[src/rtl/core/sng_pkg.sv]
// Shared constants and types for the step noise generator.
`default_nettype none

package sng_pkg;

   // Phase fraction bits by default
   localparam int PHASE_FRAC_BITS_DEF = 32;

   // Field and register widths
   localparam int FREQ_W     = 24;
   localparam int LEVEL_W    = 31;
   localparam int HZ_SCALE_W = 41;
   localparam int SEED_W     = 32;
   localparam int CSR_IDX_W  = 2;
   localparam int CSR_DATA_W = 41;

   // Multiplier split: low slice of hz_scale, rest goes to the high partial product
   localparam int HZ_SPLIT  = 21;
   localparam int PP_LO_W   = FREQ_W + HZ_SPLIT;
   localparam int PP_HI_W   = FREQ_W + HZ_SCALE_W - HZ_SPLIT;
   localparam int PROD_W    = 64;
   // step = product >> (SCALE_BASE - frac bits)
   localparam int SCALE_BASE = 48;

   // Register indexes
   localparam logic [CSR_IDX_W-1:0] CSR_HZ_SCALE   = 2'd0;
   localparam logic [CSR_IDX_W-1:0] CSR_SEED       = 2'd1;
   localparam logic [CSR_IDX_W-1:0] CSR_FULL_PHASE = 2'd2;

   // Reset values
   localparam logic [HZ_SCALE_W-1:0] HZ_SCALE_RST   = 41'd22906492;
   localparam logic [SEED_W-1:0]     SEED_RST       = 32'd404933;
   localparam logic                  FULL_PHASE_RST = 1'b1;

   // Generator constants
   localparam logic [SEED_W-1:0]  LCG_MUL      = 32'd435898247;
   localparam logic [SEED_W-1:0]  LCG_ADD      = 32'd382842987;
   localparam logic [LEVEL_W-1:0] LEVEL_OFFSET = 31'h4000_0000;

   // State loads from a configuration write
   typedef struct packed {
      logic              seed_load;
      logic [SEED_W-1:0] seed;
      logic              phase_load;
      logic              full_phase;
   } cfg_load_type;

endpackage

`default_nettype wire

[src/rtl/core/sng_step_calc.sv]
// Pipelined phase step: freq_q8 * hz_scale, scaled, floored and clipped to +/-1.0.
`default_nettype none

module sng_step_calc #(
   parameter int PHASE_FRAC_BITS = sng_pkg::PHASE_FRAC_BITS_DEF
) (
   input  wire logic                                clock,
   input  wire logic                                reset,
   input  wire logic                                in_valid,
   output      logic                                in_ready,
   input  wire logic signed [sng_pkg::FREQ_W-1:0]   freq_q8,
   input  wire logic [sng_pkg::HZ_SCALE_W-1:0]      hz_scale,
   output      logic                                out_valid,
   input  wire logic                                out_ready,
   output      logic                                out_neg,
   output      logic signed [PHASE_FRAC_BITS+1:0]   out_step
);

   localparam int PW    = PHASE_FRAC_BITS + 2;
   localparam int SHIFT = sng_pkg::SCALE_BASE - PHASE_FRAC_BITS;
   localparam int QW    = sng_pkg::PROD_W - SHIFT;
   localparam logic [QW:0] Q_ONE = (QW+1)'(1) << PHASE_FRAC_BITS;
   localparam logic signed [PW-1:0] PHASE_ONE = {2'b01, {PHASE_FRAC_BITS{1'b0}}};

   logic v1_ff, v2_ff, v3_ff, v4_ff;
   logic v1_in, v2_in, v3_in, v4_in;
   logic ld1, ld2, ld3, ld4;

   logic [sng_pkg::FREQ_W-1:0]  s1_mag_ff, s1_mag_in;
   logic                        s1_neg_ff;
   logic [sng_pkg::PP_LO_W-1:0] s2_pp_lo_ff, s2_pp_lo_in;
   logic [sng_pkg::PP_HI_W-1:0] s2_pp_hi_ff, s2_pp_hi_in;
   logic                        s2_neg_ff;
   logic [sng_pkg::PROD_W-1:0]  s3_prod_ff, s3_prod_in;
   logic                        s3_neg_ff;
   logic signed [PW-1:0]        s4_step_ff, s4_step_in;
   logic                        s4_neg_ff;

   logic [QW:0]              q_rnd;
   logic                     round_up;
   logic [PHASE_FRAC_BITS:0] q_clip;

   // a stage takes new data when empty or when its successor moves
   assign ld4 = !v4_ff || out_ready;
   assign ld3 = !v3_ff || ld4;
   assign ld2 = !v2_ff || ld3;
   assign ld1 = !v1_ff || ld2;
   assign in_ready = ld1;

   assign v1_in = ld1 ? in_valid : v1_ff;
   assign v2_in = ld2 ? v1_ff : v2_ff;
   assign v3_in = ld3 ? v2_ff : v3_ff;
   assign v4_in = ld4 ? v3_ff : v4_ff;

   // stage 1: magnitude (most negative input gives 2^23, still fits unsigned)
   assign s1_mag_in = freq_q8[sng_pkg::FREQ_W-1] ? (~freq_q8 + 1'b1) : freq_q8;

   // stage 2: two partial products
   assign s2_pp_lo_in = sng_pkg::PP_LO_W'(s1_mag_ff)
                      * sng_pkg::PP_LO_W'(hz_scale[sng_pkg::HZ_SPLIT-1:0]);
   assign s2_pp_hi_in = sng_pkg::PP_HI_W'(s1_mag_ff)
                      * sng_pkg::PP_HI_W'(hz_scale[sng_pkg::HZ_SCALE_W-1:sng_pkg::HZ_SPLIT]);

   // stage 3: full product
   assign s3_prod_in = sng_pkg::PROD_W'(s2_pp_lo_ff)
                     + (sng_pkg::PROD_W'(s2_pp_hi_ff) << sng_pkg::HZ_SPLIT);

   // stage 4: shift, floor toward minus infinity for negatives, clip
   assign round_up   = s3_neg_ff && (|s3_prod_ff[SHIFT-1:0]);
   assign q_rnd      = {1'b0, s3_prod_ff[sng_pkg::PROD_W-1:SHIFT]} + (QW+1)'(round_up);
   assign q_clip     = (q_rnd > Q_ONE) ? Q_ONE[PHASE_FRAC_BITS:0] : q_rnd[PHASE_FRAC_BITS:0];
   assign s4_step_in = s3_neg_ff ? -$signed(PW'(q_clip)) : $signed(PW'(q_clip));

   always_ff @(posedge clock) begin
      if (reset) begin
         v1_ff <= 1'b0;
         v2_ff <= 1'b0;
         v3_ff <= 1'b0;
         v4_ff <= 1'b0;
      end else begin
         v1_ff <= v1_in;
         v2_ff <= v2_in;
         v3_ff <= v3_in;
         v4_ff <= v4_in;
      end
      if (ld1) begin
         s1_mag_ff <= s1_mag_in;
         s1_neg_ff <= freq_q8[sng_pkg::FREQ_W-1];
      end
      if (ld2) begin
         s2_pp_lo_ff <= s2_pp_lo_in;
         s2_pp_hi_ff <= s2_pp_hi_in;
         s2_neg_ff   <= s1_neg_ff;
      end
      if (ld3) begin
         s3_prod_ff <= s3_prod_in;
         s3_neg_ff  <= s2_neg_ff;
      end
      if (ld4) begin
         s4_step_ff <= s4_step_in;
         s4_neg_ff  <= s3_neg_ff;
      end
   end

   assign out_valid = v4_ff;
   assign out_neg   = s4_neg_ff;
   assign out_step  = s4_step_ff;

   a_step_bounded: assert property (@(posedge clock) disable iff (reset)
      v4_ff |-> (s4_step_ff <= PHASE_ONE) && (s4_step_ff >= -PHASE_ONE))
      else $error("phase step outside +/-1.0");

   a_step_sign: assert property (@(posedge clock) disable iff (reset)
      v4_ff && !s4_neg_ff |-> !s4_step_ff[PW-1])
      else $error("non-negative frequency gave a negative step");

   a_step_hold: assert property (@(posedge clock) disable iff (reset)
      v4_ff && !out_ready |=> v4_ff && $stable(s4_step_ff) && $stable(s4_neg_ff))
      else $error("stalled step changed");

endmodule

`default_nettype wire

[src/rtl/core/sng_state.sv]
// Phase accumulator, trigger, LCG and held level; holds the result register.
`default_nettype none

module sng_state #(
   parameter int PHASE_FRAC_BITS = sng_pkg::PHASE_FRAC_BITS_DEF
) (
   input  wire logic                                clock,
   input  wire logic                                reset,
   input  wire sng_pkg::cfg_load_type               cfg,
   input  wire logic                                in_valid,
   output      logic                                in_ready,
   input  wire logic                                in_neg,
   input  wire logic signed [PHASE_FRAC_BITS+1:0]   in_step,
   output      logic                                rsp_valid,
   input  wire logic                                rsp_stall,
   output      logic signed [sng_pkg::LEVEL_W-1:0]  rsp_level
);

   localparam int PW = PHASE_FRAC_BITS + 2;
   localparam logic signed [PW-1:0] PHASE_ONE = {2'b01, {PHASE_FRAC_BITS{1'b0}}};

   logic signed [PW-1:0]             phase_ff, phase_in, phase_wrap;
   logic [sng_pkg::SEED_W-1:0]       lcg_ff, lcg_in;
   logic signed [sng_pkg::LEVEL_W-1:0] held_ff, held_in;
   logic                             rsp_valid_ff, rsp_valid_in;
   logic                             in_fire, trig;

   assign in_ready = !rsp_valid_ff || !rsp_stall;
   assign in_fire  = in_valid && in_ready;

   assign trig = in_neg ? (phase_ff[PW-1] || (phase_ff == '0))
                        : (!phase_ff[PW-1] && (phase_ff >= PHASE_ONE));

   always_comb begin
      phase_wrap = phase_ff;
      if (trig) begin
         phase_wrap = in_neg ? (phase_ff + PHASE_ONE) : (phase_ff - PHASE_ONE);
      end
   end

   assign phase_in = phase_wrap + in_step;
   assign held_in  = trig ? $signed(lcg_ff[sng_pkg::LEVEL_W-1:0] - sng_pkg::LEVEL_OFFSET)
                          : held_ff;
   assign lcg_in   = lcg_ff * sng_pkg::LCG_MUL + sng_pkg::LCG_ADD;

   assign rsp_valid_in = in_fire || (rsp_valid_ff && rsp_stall);

   always_ff @(posedge clock) begin
      if (reset) begin
         phase_ff     <= sng_pkg::FULL_PHASE_RST ? PHASE_ONE : '0;
         lcg_ff       <= sng_pkg::SEED_RST;
         held_ff      <= '0;
         rsp_valid_ff <= 1'b0;
      end else begin
         rsp_valid_ff <= rsp_valid_in;
         if (in_fire) begin
            held_ff <= held_in;
         end
         if (cfg.phase_load) begin
            phase_ff <= cfg.full_phase ? PHASE_ONE : '0;
         end else if (in_fire) begin
            phase_ff <= phase_in;
         end
         if (cfg.seed_load) begin
            lcg_ff <= cfg.seed;
         end else if (in_fire) begin
            lcg_ff <= lcg_in;
         end
      end
   end

   assign rsp_valid = rsp_valid_ff;
   assign rsp_level = held_ff;

   a_phase_range: assert property (@(posedge clock) disable iff (reset)
      phase_ff >= -PHASE_ONE)
      else $error("phase below -1.0");

   a_fire_gives_result: assert property (@(posedge clock) disable iff (reset)
      in_fire |=> rsp_valid_ff)
      else $error("accepted item produced no result");

   a_lcg_only_on_item: assert property (@(posedge clock) disable iff (reset)
      !in_fire && !cfg.seed_load |=> $stable(lcg_ff))
      else $error("generator advanced without an item");

endmodule

`default_nettype wire

[src/rtl/core/step_noise_generator_top.sv]
// Top level of the step noise generator: config registers and pipeline wiring.
//
//   port group  direction  handshake           payload
//   req_        in         req_valid/req_stall req_freq_q8 (s24, Q16.8 Hz)
//   rsp_        out        rsp_valid/rsp_stall rsp_noise_level (s31, Q1.30)
//   csr_        in         csr_write_en        csr_index, csr_wdata
//
// One item per cycle while rsp_stall is low; rsp_valid follows the step stages.
// The rate is set by the phase/LCG update, which feeds back on itself for each item.
// Four step stages (magnitude, split multiply, sum, shift/clip) feed that update stage.
// Synchronous reset loads the register defaults and puts the phase at 1.0.
// rsp_stall holds the result register; the step stages keep filling behind it.
`default_nettype none

module step_noise_generator_top #(
   parameter int PHASE_FRAC_BITS = sng_pkg::PHASE_FRAC_BITS_DEF
) (
   input  wire logic                                 clock,
   input  wire logic                                 reset,
   input  wire logic                                 req_valid,
   output      logic                                 req_stall,
   input  wire logic signed [sng_pkg::FREQ_W-1:0]    req_freq_q8,
   output      logic                                 rsp_valid,
   input  wire logic                                 rsp_stall,
   output      logic signed [sng_pkg::LEVEL_W-1:0]   rsp_noise_level,
   input  wire logic                                 csr_write_en,
   input  wire logic [sng_pkg::CSR_IDX_W-1:0]        csr_index,
   input  wire logic [sng_pkg::CSR_DATA_W-1:0]       csr_wdata
);

   logic [sng_pkg::HZ_SCALE_W-1:0] hz_scale_ff;
   sng_pkg::cfg_load_type          cfg;
   logic                           req_ready;
   logic                           step_valid, step_ready, step_neg;
   logic signed [PHASE_FRAC_BITS+1:0] step_val;

   always_ff @(posedge clock) begin
      if (reset) begin
         hz_scale_ff <= sng_pkg::HZ_SCALE_RST;
      end else if (csr_write_en && (csr_index == sng_pkg::CSR_HZ_SCALE)) begin
         hz_scale_ff <= csr_wdata[sng_pkg::HZ_SCALE_W-1:0];
      end
   end

   // seed and start phase act on the state directly when written
   always_comb begin
      cfg.seed_load  = csr_write_en && (csr_index == sng_pkg::CSR_SEED);
      cfg.seed       = csr_wdata[sng_pkg::SEED_W-1:0];
      cfg.phase_load = csr_write_en && (csr_index == sng_pkg::CSR_FULL_PHASE);
      cfg.full_phase = csr_wdata[0];
   end

   assign req_stall = !req_ready;

   sng_step_calc #(
      .PHASE_FRAC_BITS (PHASE_FRAC_BITS)
   ) u_step_calc (
      .clock     (clock),
      .reset     (reset),
      .in_valid  (req_valid),
      .in_ready  (req_ready),
      .freq_q8   (req_freq_q8),
      .hz_scale  (hz_scale_ff),
      .out_valid (step_valid),
      .out_ready (step_ready),
      .out_neg   (step_neg),
      .out_step  (step_val)
   );

   sng_state #(
      .PHASE_FRAC_BITS (PHASE_FRAC_BITS)
   ) u_state (
      .clock     (clock),
      .reset     (reset),
      .cfg       (cfg),
      .in_valid  (step_valid),
      .in_ready  (step_ready),
      .in_neg    (step_neg),
      .in_step   (step_val),
      .rsp_valid (rsp_valid),
      .rsp_stall (rsp_stall),
      .rsp_level (rsp_noise_level)
   );

endmodule

`default_nettype wire
[config.mk]
export PLATFORM = sky130hd
export DESIGN_NAME = step_noise_generator_top
export DESIGN_NICKNAME = d
export VERILOG_FILES = /design/src/rtl/core/sng_pkg.sv /design/src/rtl/core/sng_step_calc.sv /design/src/rtl/core/sng_state.sv /design/src/rtl/core/step_noise_generator_top.sv
export SDC_FILE = /design/constraint.sdc
export NUM_CORES = 2
export LEC_CHECK = 0
export ABC_AREA = 1
export ABC_CLOCK_PERIOD_IN_PS = 9000
export BUFFER_PORTS_ARGS = -buffer_cell sky130_fd_sc_hd__buf_4
export CORE_MARGIN = 2
export CORE_UTILIZATION = 57
export CTS_BUF_LIST = sky130_fd_sc_hd__clkbuf_8
export CTS_CLUSTER_DIAMETER = 80
export DETAILED_ROUTE_END_ITERATION = 12
export PLACE_DENSITY = 0.77
export SETUP_SLACK_MARGIN = 0.05
export SYNTH_ARGS = -nofsm -noshare
export SYNTH_HDL_FRONTEND = slang
export SYNTH_SLANG_ARGS = --single-unit
[constraint.sdc]
create_clock -name clock -period 9 [get_ports clock]
set_input_delay 1.35 -clock clock [delete_from_list [all_inputs] [get_ports clock]]
set_output_delay 1.35 -clock clock [all_outputs]
set_load 0.02 [all_outputs]
==> Yosys cells after proc, flatten, opt, wreduce, memory -nomap -nowiden <==
Cells that the tools add are included.
{ "op_classes": {"mux": 11, "add_sub_neg": 9, "n_lt_le_gt_ge": 2, "n_reduce_logical": 28, "n_eq_ne": 2, "n_mul": 3, "bitwise_logic": 1} }
{ "op_table": {"columns": ["operator", "n"], "rows": [
  ["2-to-1 mux 34 bit", 4],
  ["2-to-1 mux 33 bit", 3],
  ["adder 45 x 64 -> 64 bit", 1],
  ["2-to-1 mux 32 bit", 2],
  ["adder 48 x 1 -> 49 bit", 1],
  ["> comparator 49 x 33 -> 1 bit, second input constant", 1],
  ["multiplier 24 x 21 -> 45 bit", 1],
  ["multiplier 24 x 20 -> 43 bit", 1],
  ["adder 34 bit", 1],
  ["adder 34 bit, second input constant", 1],
  ["greater-or-equal comparator 34 bit, second input constant", 1],
  ["logical NOT 34 bit", 1],
  ["negation 33 -> 34 bit", 1],
  ["subtractor 34 bit, second input constant", 1],
  ["adder 32 x 29 -> 32 bit, second input constant", 1],
  ["multiplier 32 x 29 -> 32 bit, second input constant", 1],
  ["subtractor 31 bit, second input constant", 1],
  ["adder 24 x 1 -> 24 bit, second input constant", 1],
  ["NOT 24 bit", 1],
  ["2-to-1 mux 23 bit", 1],
  ["OR reduction 16 bit", 1],
  ["logical NOT 1 bit", 8],
  ["logical AND 1 bit", 7],
  ["logical OR 1 bit", 7],
  ["6 further kinds", 7]
]} }
{ "totals": {"regBits": 357, "word_cells": 76, "output_inout_bits": 33, "inputBits": 72} }

==> Logic depth before layout (Yosys ltp) <==
{ "logic_depth": {"ltp_word": 7, "depth_mapped": 34, "ltp_nobuf": 32} }

==> Modules after synthesis <==
From an unflattened synthesis, not the netlist that was laid out.
{ "unflattened": {"hier_cells": 7697, "area_unflattened_um2": 61039.8} }
{ "by_module_without_submodules": {"columns": ["module", "seq_area_each_um2", "area_each_um2", "cells_per_inst", "instances"], "rows": [
  ["sng_step_calc", 6506.2, 44512.7, 5525, 1],
  ["sng_state", 1941.9, 14790.4, 1925, 1],
  ["step_noise_generator_top", 820.8, 1736.7, 247, 1]
]} }

==> Worst setup path before layout <==
OpenSTA, ideal clock, no wires.
{ "synth_timing": {"kind": "input-to-output", "start": "input port rsp_stall", "end": "output port req_stall", "t_arrival_ns": 5.969, "cell_stages": 8, "n_path_buf": 0, "setup_slack_ns": 1.681, "required_time_ns": 7.650, "path_cell_list": "nand2_1 nor2_1 inv_1 nor2_1 inv_1 nor2_1 inv_1 nor2_1"} }
{ "synth_via": {"elab_chain_len": 7} }
{ "synth_rtl": {"columns": ["element", "line_no", "source"], "rows": [
  ["start: declaration", "step_noise_generator_top.sv:24", "input wire logic rsp_stall,"],
  ["logical NOT 1 bit", "sng_state.sv:28", "assign in_ready = !rsp_valid_ff || !rsp_stall;"],
  ["logical OR 1 bit", "sng_state.sv:28", null],
  ["logical OR 1 bit", "sng_step_calc.sv:44", "assign ld4 = !v4_ff || out_ready;"],
  ["via u_step_calc.ld4", "sng_step_calc.sv:27", "logic ld1, ld2, ld3, ld4;"],
  ["logical OR 1 bit", "sng_step_calc.sv:45", "assign ld3 = !v3_ff || ld4;"],
  ["via u_step_calc.ld3", "sng_step_calc.sv:27", null],
  ["logical OR 1 bit", "sng_step_calc.sv:46", "assign ld2 = !v2_ff || ld3;"],
  ["via u_step_calc.ld2", "sng_step_calc.sv:27", null],
  ["logical OR 1 bit", "sng_step_calc.sv:47", "assign ld1 = !v1_ff || ld2;"],
  ["logical NOT 1 bit", "step_noise_generator_top.sv:53", "assign req_stall = !req_ready;"],
  ["end: declaration", "step_noise_generator_top.sv:21", "output logic req_stall,"]
]} }
The timed path passes the listed nets, and every way through them passes these cells.

==> Final worst setup path <==
{ "layout_timing": {"start": "register u_step_calc.s1_mag_ff[11] in the netlist's numbering", "end": "register u_step_calc.s2_pp_hi_ff[40] in the netlist's numbering (data pin)"} }
{ "layout_via": {"elab_chain_len": 1} }
{ "layout_rtl": {"columns": ["element", "line_no", "source"], "rows": [
  ["start: declaration", "sng_step_calc.sv:29", "logic [sng_pkg::FREQ_W-1:0] s1_mag_ff, s1_mag_in;"],
  ["start signal: assignment", "sng_step_calc.sv:87", "s1_mag_ff <= s1_mag_in;"],
  ["multiplier 24 x 20 -> 43 bit", "sng_step_calc.sv:62", "* sng_pkg::PP_HI_W'(hz_scale[sng_pkg::HZ_SCALE_W-1:sng_pkg::HZ_SPLIT]);"],
  ["via u_step_calc.s2_pp_hi_in (one bit)", "sng_step_calc.sv:32", "logic [sng_pkg::PP_HI_W-1:0] s2_pp_hi_ff, s2_pp_hi_in;"],
  ["end signal: assignment", "sng_step_calc.sv:92", "s2_pp_hi_ff <= s2_pp_hi_in;"],
  ["end: declaration", "sng_step_calc.sv:32", null]
]} }
The timed path passes the listed nets, and every way through them passes these cells.
A chain may end at the register's enable or synchronous reset.

==> impl_metrics.sql <==
INSERT INTO impl_metrics (metric_group, metric, value, unit) VALUES
('global_routing', 'via_count_of_the_first_global_routing_pass', '49000', ''),
('logic_synthesis', 'synth_edf_count', '214', ''),
('routing', 'route.final.wire_length', '163', 'mm'),
('floorplan', 'row_count', '117', ''),
('cells_and_area', 'final_net_count', '8789', ''),
('critical_path', 'critPathBufInv', '6', ''),
('cells_and_area', 'fraction_of_final_layout_cells_with_drive_strength_greater_than_1', '0.0505', ''),
('logic_synthesis', 'synth_ff_type', 'sky130_fd_sc_hd__edfxtp_1', ''),
('floorplan', 'core_area', '102000', 'um^2'),
('critical_path', 'type_of_origin_of_the_critical_path', 'flop', ''),
('hold_path', 'min-delay-start', 'u_step_calc.s2_pp_lo_ff[19]', ''),
('global_routing', 'track_usage', '0.320', ''),
('global_routing', 'grt_first_pass_wirelength', '263', 'mm'),
('hold_path', 'holdPathEnd', 'u_step_calc.s3_prod_ff[19]', ''),
('floorplan', 'initial_utilization', '0.577', ''),
('timing', 'grt_setup_unrepaired', 'no', ''),
('critical_path', 'critical_path_class', 'reg -> reg', ''),
('cells_and_area', 'most-common-layout-cells', '1901 x sky130_fd_sc_hd__inv_1, 1673 x sky130_fd_sc_hd__nand2_1, 1004 x sky130_fd_sc_hd__fa_1, 523 x sky130_fd_sc_hd__ha_1, 326 x sky130_fd_sc_hd__nor2_1', ''),
('clock_network', 'cts_buffers', '67', ''),
('clock_network', 'cts.hold.buffers_added', '0', ''),
('logic_synthesis', 'synth_cell_types', '61', ''),
('global_routing', 'antenna_found_initial', '14', ''),
('timing', 'worst_hold_slack', '0.416', 'ns'),
('floorplan', 'design.die.area', '106000', 'um^2'),
('logic_synthesis', 'yosys_warnings', '0', ''),
('clock_network', 'h-tree-depth', '3', ''),
('floorplan', 'pin_count', '105', ''),
('placement', 'port-buffer-count', '104', ''),
('timing', 'timing.setup.tns', '0', 'ns'),
('clock_network', 'clkTransAtPathRegs', '0.07', 'ns'),
('timing', 'timing.final.ws_setup', '1.01', 'ns'),
('routing', 'drt_drc_violations_left', '0', ''),
('hold_path', 'hold_path_class', 'reg -> reg', ''),
('logic_synthesis', 'netlist_instances', '7230', ''),
('floorplan', 'floorplan.die.width', '326', 'um'),
('timing', 'finalClockSkew', '0.0418', 'ns'),
('logic_synthesis', 'netlist_area', '59000', 'um^2'),
('timing', 'maxClockFrequency', '125', 'MHz'),
('routing', 'detailedRoute.firstIterationViolations', '3786', ''),
('cells_and_area', 'area_delta_synth_final', '5.96', '%'),
('critical_path', 'critPathMostFrequentCell', 'sky130_fd_sc_hd__fa_1', ''),
('clock_network', 'post_cts_resize_count', '0', ''),
('clock_network', 'clock_tree.root_cell', 'sky130_fd_sc_hd__clkbuf_8', ''),
('cells_and_area', 'final_util', '0.612', ''),
('critical_path', 'worst-r2r-setup-slack', '1.01', 'ns'),
('timing', 'hold_viol', '0', ''),
('critical_path', 'worst-endpoint-required', '9.46', 'ns'),
('placement', 'hpwl', '134', 'mm'),
('logic_synthesis', 'async_set_or_reset_flop_fraction_in_the_synthesized_netlist', '0', ''),
('timing', 'finalCritPeriodShare', '0.888', ''),
('timing', 'timing.final.crit_period', '7.99', 'ns'),
('critical_path', 'crit_path_end_kind', 'flop', ''),
('job', 'maxCapViolCount', '0', ''),
('critical_path', 'crit_path_max_incr_delay', '0.78', 'ns'),
('clock_network', 'clock_tree_from_tritoncts', 'yes', ''),
('routing', 'drt_pre_antenna_iters', '6', ''),
('critical_path', 'crit_path_top_delay_cell', 'sky130_fd_sc_hd__edfxtp_1', ''),
('critical_path', 'cp_data_arrival_time', '8.45', 'ns'),
('clock_network', 'clk_lat_worst_skew', '0.74', 'ns'),
('logic_synthesis', 'synth.ff_latch_count', '356', ''),
('outcome', 'outcome', 'finished, final reports clean', ''),
('floorplan', 'die_height', '326', 'um'),
('critical_path', 'critical_path_peak_fanout', '29', ''),
('logic_synthesis', 'seq_area_frac_synth', '0.157', ''),
('critical_path', 'r2r_start', 'u_step_calc.s1_mag_ff[11]', ''),
('routing', 'dr_vias', '46500', ''),
('global_routing', 'globalRouteOverflowTotal', '0', ''),
('routing', 'antenna_left', '0', ''),
('placement', 'place_ws', '1.11', 'ns'),
('logic_synthesis', 'mappedNetlistNets', '8829', ''),
('critical_path', 'reg2regPathDepth', '25', '');
state kept, by name (all words and copies together), names as in the netlist, 24 cells and up:
| signal | cells |
|---|---|
| u_step_calc.s3_prod_ff | 64 |
| u_state.phase_ff | 34 |
| u_state.rsp_level | 31 |
| u_step_calc.s2_pp_hi_ff | 43 |
| u_step_calc.out_step | 34 |
| u_state.lcg_ff | 31 |
| hz_scale_ff | 41 |
| u_step_calc.s2_pp_lo_ff | 45 |
| u_step_calc.s1_mag_ff | 24 |
Yosys cell counts, types with 14 or more instances:
cell type	instances	share of area
sky130_fd_sc_hd__a31oi_1	36	0.0038
sky130_fd_sc_hd__dfxtp_1	142	0.048
sky130_fd_sc_hd__nor4_1	17	0.0018
sky130_fd_sc_hd__o21ai_0	165	0.014
sky130_fd_sc_hd__edfxtp_1	214	0.11
sky130_fd_sc_hd__a21o_1	14	0.0018
sky130_fd_sc_hd__clkbuf_1	295	0.019
sky130_fd_sc_hd__xor2_1	135	0.020
sky130_fd_sc_hd__nand3b_1	17	0.0022
sky130_fd_sc_hd__inv_1	1889	0.12
sky130_fd_sc_hd__nor3_1	30	0.0025
sky130_fd_sc_hd__xnor2_1	105	0.016
sky130_fd_sc_hd__fa_1	1004	0.34
sky130_fd_sc_hd__nand2_1	1673	0.11
sky130_fd_sc_hd__o21a_1	14	0.0018
sky130_fd_sc_hd__a21oi_1	315	0.027
sky130_fd_sc_hd__ha_1	523	0.11
sky130_fd_sc_hd__nor2_1	326	0.021
sky130_fd_sc_hd__nand4_1	35	0.0037
sky130_fd_sc_hd__nand3_1	132	0.011
how the worst max path moves through the flow:
stage                                        to  cells past startpoint                      start
finish              u_step_calc.s2_pp_hi_ff[40]                     25  u_step_calc.s1_mag_ff[11]
global route        u_step_calc.s2_pp_lo_ff[43]                     31             hz_scale_ff[4]
detailed placement  u_step_calc.s2_pp_lo_ff[41]                     31             hz_scale_ff[4]
CTS                 u_step_calc.s2_pp_lo_ff[43]                     31             hz_scale_ff[5]
global placement    u_step_calc.s2_pp_lo_ff[41]                     31             hz_scale_ff[4]
floorplan                             req_stall                      8                  rsp_stall
cell families (layout without fill, tap and decap cells):
family          count (synthesis)  after routing  share of synthesized area
other cells                     0              4                          0
buf+inv                      2198           2211                      0.141
fa+ha+maj                    1527           1527                      0.452
compound gates                621            621                     0.0583
flops                         356            356                      0.157
xor+xnor                      241            241                     0.0359
simple gates                 2287           2287                      0.156
layout make-up:
cell class / instances / area, um^2 / area share
Multi-Input combinational cell: 4676 / 41400 / 0.663
Sequential cell: 356 / 9270 / 0.148
Inverter: 1896 / 7120 / 0.114
Tap cell: 1368 / 1710 / 0.0274
Timing Repair Buffer: 193 / 1460 / 0.0234
Clock buffer: 74 / 1020 / 0.0163
Clock inverter: 48 / 470 / 0.00753
Antenna cell: 4 / 10.0 / 0.000160
metrics by stage:
stage	instance area [um^2]	cells
2_1_floorplan	59000	7230
3_3_place_gp	61000	8489
3_5_place_dp	61000	8489
4_1_cts	62500	8611
5_1_grt	62500	8613
6_report	62500	8615
metal layers:
layer | track usage | vias up | part of all wire | wire (um)
li1 | - | 21300 | - | -
met1 | 0.403 | 22700 | 0.38 | 62500
met2 | 0.530 | 1965 | 0.48 | 77700
met3 | 0.0613 | 477 | 0.089 | 14500
met4 | 0.154 | 12 | 0.052 | 8510
met5 | 0 | - | 0.00056 | 92
Power is left out: the tool's default activity adds up to more than one toggle a clock period on the data nets, which glitch-free logic cannot reach.
